$ cat src/design/lscn_pkg.sv
`timescale 1ns / 1ps

package lscn_pkg;

  // Field widths of the channels and the register.
  localparam int LABEL_W = 16;
  localparam int CHAN_W  = 8;
  localparam int COUNT_W = 5;
  localparam int INDEX_W = 4;
  localparam int TYPE_W  = 2;

  // Divisor used when no selected voxel raised the maximum.
  localparam logic [CHAN_W-1:0] ZERO_MAX_DIVISOR = 8'd5;
  // Largest quotient; larger results saturate here.
  localparam logic [CHAN_W-1:0] CHAN_SAT = 8'd255;
  // Quotient bits produced by the divider, one per cycle.
  localparam int DIV_STEPS = CHAN_W;
  localparam int DIV_CNT_W = $clog2(DIV_STEPS);

  // Request codes.
  typedef enum logic [TYPE_W-1:0] {
    REQ_MEASURE = 2'd0,
    REQ_RENDER  = 2'd1,
    REQ_LOAD    = 2'd2
  } req_e;

  // Controller states.
  typedef enum logic [2:0] {
    ST_IDLE,
    ST_SCAN,
    ST_MATCH,
    ST_DECIDE,
    ST_DIV,
    ST_OUT
  } state_t;

  // Commands from the controller to the datapath.
  typedef struct packed {
    logic capture;
    logic load_write;
    logic scan_issue;
    logic decide;
    logic div_step;
    logic out_load;
  } cmd_t;

  // Status from the datapath to the controller.
  typedef struct packed {
    logic cnt_zero;
    logic scan_last;
    logic is_render;
    logic div_last;
    logic out_free;
  } status_t;

endpackage

$ cat src/design/lscn_ctrl.sv
`timescale 1ns / 1ps

module lscn_ctrl
  import lscn_pkg::*;
(
  input  logic              clk,
  input  logic              rst,
  input  logic              in_valid,
  input  logic [TYPE_W-1:0] in_req_type,
  input  status_t           st,
  output logic              in_ready,
  output cmd_t              cmd
);

  state_t state;
  state_t state_next;
  logic   accept;
  logic   is_voxel;

  assign accept   = in_valid && in_ready;
  assign is_voxel = (in_req_type == REQ_MEASURE) || (in_req_type == REQ_RENDER);

  // State register.
  always_ff @(posedge clk) begin
    if (rst) begin
      state <= ST_IDLE;
    end else begin
      state <= state_next;
    end
  end

  // Next state.
  always_comb begin
    state_next = state;
    case (state)
      ST_IDLE: begin
        if (accept && is_voxel) begin
          state_next = st.cnt_zero ? ST_DECIDE : ST_SCAN;
        end
      end
      ST_SCAN: begin
        if (st.scan_last) begin
          state_next = ST_MATCH;
        end
      end
      ST_MATCH: begin
        state_next = ST_DECIDE;
      end
      ST_DECIDE: begin
        state_next = st.is_render ? ST_DIV : ST_IDLE;
      end
      ST_DIV: begin
        if (st.div_last) begin
          state_next = ST_OUT;
        end
      end
      ST_OUT: begin
        if (st.out_free) begin
          state_next = ST_IDLE;
        end
      end
      default: begin
        state_next = ST_IDLE;
      end
    endcase
  end

  // Outputs. The input is held off while reset is high.
  always_comb begin
    in_ready = 1'b0;
    cmd      = '0;
    case (state)
      ST_IDLE: begin
        in_ready       = !rst;
        cmd.capture    = in_valid && !rst && is_voxel;
        cmd.load_write = in_valid && !rst && (in_req_type == REQ_LOAD);
      end
      ST_SCAN: begin
        cmd.scan_issue = 1'b1;
      end
      ST_MATCH: begin
        cmd = '0;
      end
      ST_DECIDE: begin
        cmd.decide = 1'b1;
      end
      ST_DIV: begin
        cmd.div_step = 1'b1;
      end
      ST_OUT: begin
        cmd.out_load = st.out_free;
      end
      default: begin
        cmd = '0;
      end
    endcase
  end

endmodule

$ cat config.mk
export PLATFORM = sky130hd
export DESIGN_NAME = lscn_ctrl
export DESIGN_NICKNAME = d
export VERILOG_FILES = /design/src/design/lscn_pkg.sv /design/src/design/lscn_ctrl.sv
export SDC_FILE = /design/constraint.sdc
export NUM_CORES = 1
export LEC_CHECK = 0
export ABC_CLOCK_PERIOD_IN_PS = 1500
export BUFFER_PORTS_ARGS = -buffer_cell sky130_fd_sc_hd__buf_2
export CORE_AREA = 5 5 42 44
export CTS_CLUSTER_DIAMETER = 80
export DETAILED_ROUTE_END_ITERATION = 7
export DIE_AREA = 0 0 47 49
export SYNTH_ARGS = -nofsm -noshare
export SYNTH_HDL_FRONTEND = slang
export SYNTH_SLANG_ARGS = --single-unit
$ cat constraint.sdc
create_clock -name clk -period 1.5 [get_ports clk]
set_input_delay 0.075 -clock clk [delete_from_list [all_inputs] [get_ports clk]]
set_output_delay 0.075 -clock clk [all_outputs]
set_load 0.005 [all_outputs]
==> summary.md <==
| Metric | Value |
|---|---|
| Wire length per cell | `9.000 um` |
| Maximum vdd drop | `0.0004845 V` |
| Clk sink count | `3` |
| Mean Syn Cell Area | `8.543 sq um` |
| Critical Path Fanout Max | `2` |
| Pwr per Cell Area | `1472 nW/um^2` |
| Post-Layout Cell Count | `68` |
| Library cells used by synthesis | `19` |
| Final setup viols | `2` |
| Row Count | `14` |
| First-pass GRT wire length | `1069 um` |
| Crit path largest cell delay | `380 ps` |
| Final Hold Violating Endpoints | `0` |
| Logic pwr share | `0.565` |
| Final ANT Viol Nets | `0` |
| Slowest-stage cell, CP | `or3_4` |
| Maximum buffer depth of the clock tree | `2` |
| Nets | `63` |
| Internal | `0.3930 mW` |
| MaxCap Viol Count | `0` |
| CP Capture Type | `output port` |
| Net Sw Power | `0.1981 mW` |
| Seq cells post-synth | `3` |
| Die Y | `49 um` |
| Vias in the first global route | `290` |
| Max_slew headroom | `0.8171` |
| Fraction of layout cells with a size suffix above 1 | `0.5769` |
| Multi-input gate area | `180.2 sq um` |
| Cell family with most CP delay | `simple AND/OR/NAND/NOR gates` |
| RSZ-0062 raised after global routing | `yes` |
| Die W | `47 um` |
| Dpl ws | `27.68 ps` |
| Number of flops mapped to enable cells by yosys | `0` |
| Starting Density | `0.1768` |
| Global route total overflow | `0` |
| Post-Place Cells | `63` |
| Crit-path cells | `or3_4 -> or3b_4 -> nor3b_2 -> buf_2` |
| Remaining DRCs | `0` |
| Net Count, Synth | `39` |
| Ant diodes | `0` |
| CTS tree | `done` |
| Largest reg by FF count | `state` |
| Worst Tran Pin Value | `273.8 ps` |
| Outcome | `complete, but fails checks` |
| Top flop regs | `state x3` |
| DR vias/cell | `4.309` |
| Commonest register cell after synthesis | `dfxtp_1` |
| Clock slew at reported path FFs | `40 ps` |
| Setup ws final | `-141.5 ps` |
| Most frequent cells in the layout | `buf_2, nor2_1, buf_4` |
| Clk pwr share | `0.236` |
| GPL Wtd Cong | `0.6242` |
| Sequential cell area | `61.31 sq um` |
| Core Footprint | `1401 sq um` |
| Seq pwr share | `0.199` |
| Post-Syn Area | `247.7 sq um` |
| Clock latency on the worst-skew pair | `230 ps` |
| Area share of the largest cell type after synthesis | `0.2424` |
| CTS Hold Bufs | `0` |
| Failing checks | `negative setup slack` |
| Initial DRC count | `2` |
| Switching Share | `0.3352` |
| Commonest non-fill, non-tap cell in the layout | `buf_2` |
| Sequential-to-total area share from yosys stat | `0.2424` |
| Root Driver | `clkbuf_4` |
| Crit start category | `flip-flop` |
| TritonCTS Buffers | `3` |
| Port bufs | `16` |
| FFs w/ async S/R, synth | `0` |
| Worst Hold Class | `input port to flip-flop` |
| Clock Skews | `3.300 ps` |
| Initial antenna violation count | `0` |
| Num ports | `17` |
| Peak Freq | `609.2 MHz` |
| Crit path buf inv count | `1` |
| Largest net degree at the start of global routing | `10` |
| Fin crit period | `1641 ps` |
| Leakage | `0.1960 nW` |
| Max reg flops | `3` |
| TritonRoute pass-1 iters | `3` |
| Ys Warns | `0` |
| Synth Instances | `29` |
| Area grow syn2layout | `62.12%` |
| Total number of vias | `293` |
| Largest cells by area after synthesis | `dfxtp_1, nor3b_2, nor2_1` |
| H-tree levels | `1` |
| Worst path required time | `1420 ps` |
| DIE AREA | `2303 sq um` |
| Fillers | `159` |
| Period Utilization, post-route | `1.094` |
| Yosys top cell by area | `dfxtp_1` |
| Critical Path AT | `1570 ps` |
| Global-route usage over all layers | `0.06474` |
| Drt total wl | `612 um` |
| Slew Limit Fails | `0` |
| Setup CP Type | `flip-flop to output port` |
-- kinds of logic (layout without fill, tap and decap cells) --
| kind of cell | after synthesis | after routing | synth area share |
|---|---|---|---|
| AOI/OAI and AO/OA | 7 | 7 | 0.2272 |
| buffers and inverters | 2 | 25 | 0.06059 |
| DFF | 3 | 3 | 0.2424 |
| and+or+nand+nor | 17 | 17 | 0.4697 |
-- per-layer routing --
| metal | track usage | share of wire | up-vias |
|---|---|---|---|
| li1 | - | - | 153 |
| met1 | 0.06360 | 0.38 | 133 |
| met2 | 0.1018 | 0.52 | 7 |
| met3 | 0.03321 | 0.098 | 0 |
| met4 | 0.04147 | 0 | 0 |
| met5 | 0 | 0 | - |
-- through the flow --
| step | hold WS (ps) | power (mW) | setup TNS (ps) | utilization | instance area [sq um] |
|---|---|---|---|---|---|
| 5_1_grt | 70.15 | 0.6524 | -327.1 | 0.2866 | 401.6 |
| 2_1_floorplan | 144.1 | 0.3377 | 0 | - | 247.7 |
| 3_5_place_dp | 298.7 | 0.4117 | 0 | 0.2563 | 359.1 |
| 4_1_cts | 52.31 | 0.5913 | -258.2 | 0.2821 | 395.4 |
| 6_report | 62.92 | 0.5911 | -223.7 | 0.2866 | 401.6 |
| 3_3_place_gp | 296.1 | 0.4062 | 0 | 0.2563 | 359.1 |
-- synthesized netlist by cell type, types with 2 or more instances --
cell	count
dfxtp_1	3
nor3b_2	2
nor3b_1	2
a21oi_1	3
nor2_1	5
-- repair_timing --
action / CTS / global route
pin swaps: 3 / 0
setup endpoints to repair: 2 / 3
resized for setup: 1 / 2
setup buffers: 1 / 0
-- final cells by class --
| class | instances | area share |
|---|---|---|
| Timing Repair Buffer | 20 | 0.2741 |
| Inverter | 1 | 0.009346 |
| Clock buffer | 4 | 0.06542 |
| Tap cell | 16 | 0.04984 |
| Multi-Input combinational cell | 24 | 0.4486 |
| Sequential cell | 3 | 0.1526 |
-- path summary, 6_finish.rpt --
kind,from,cells past startpoint,slack (ps),to
worst min-delay path,rst,2,60,state[0]
worst max-delay path,state[1],4,-140,cmd[4]
worst max register to register,state[2],5,160,state[1]
worst min register to register,state[2],2,550,state[1]
-- power by group through the flow --
stage          registers, mW  clock network [mW]  logic [mW]
6_report               0.117               0.140       0.334
5_1_grt                0.122               0.153       0.377
4_1_cts                0.116               0.149       0.326
3_5_place_dp           0.117                   0       0.294
3_3_place_gp           0.116                   0       0.290
2_1_floorplan          0.123                   0       0.214
No activity file was read; power rests on OpenSTA's default activity.
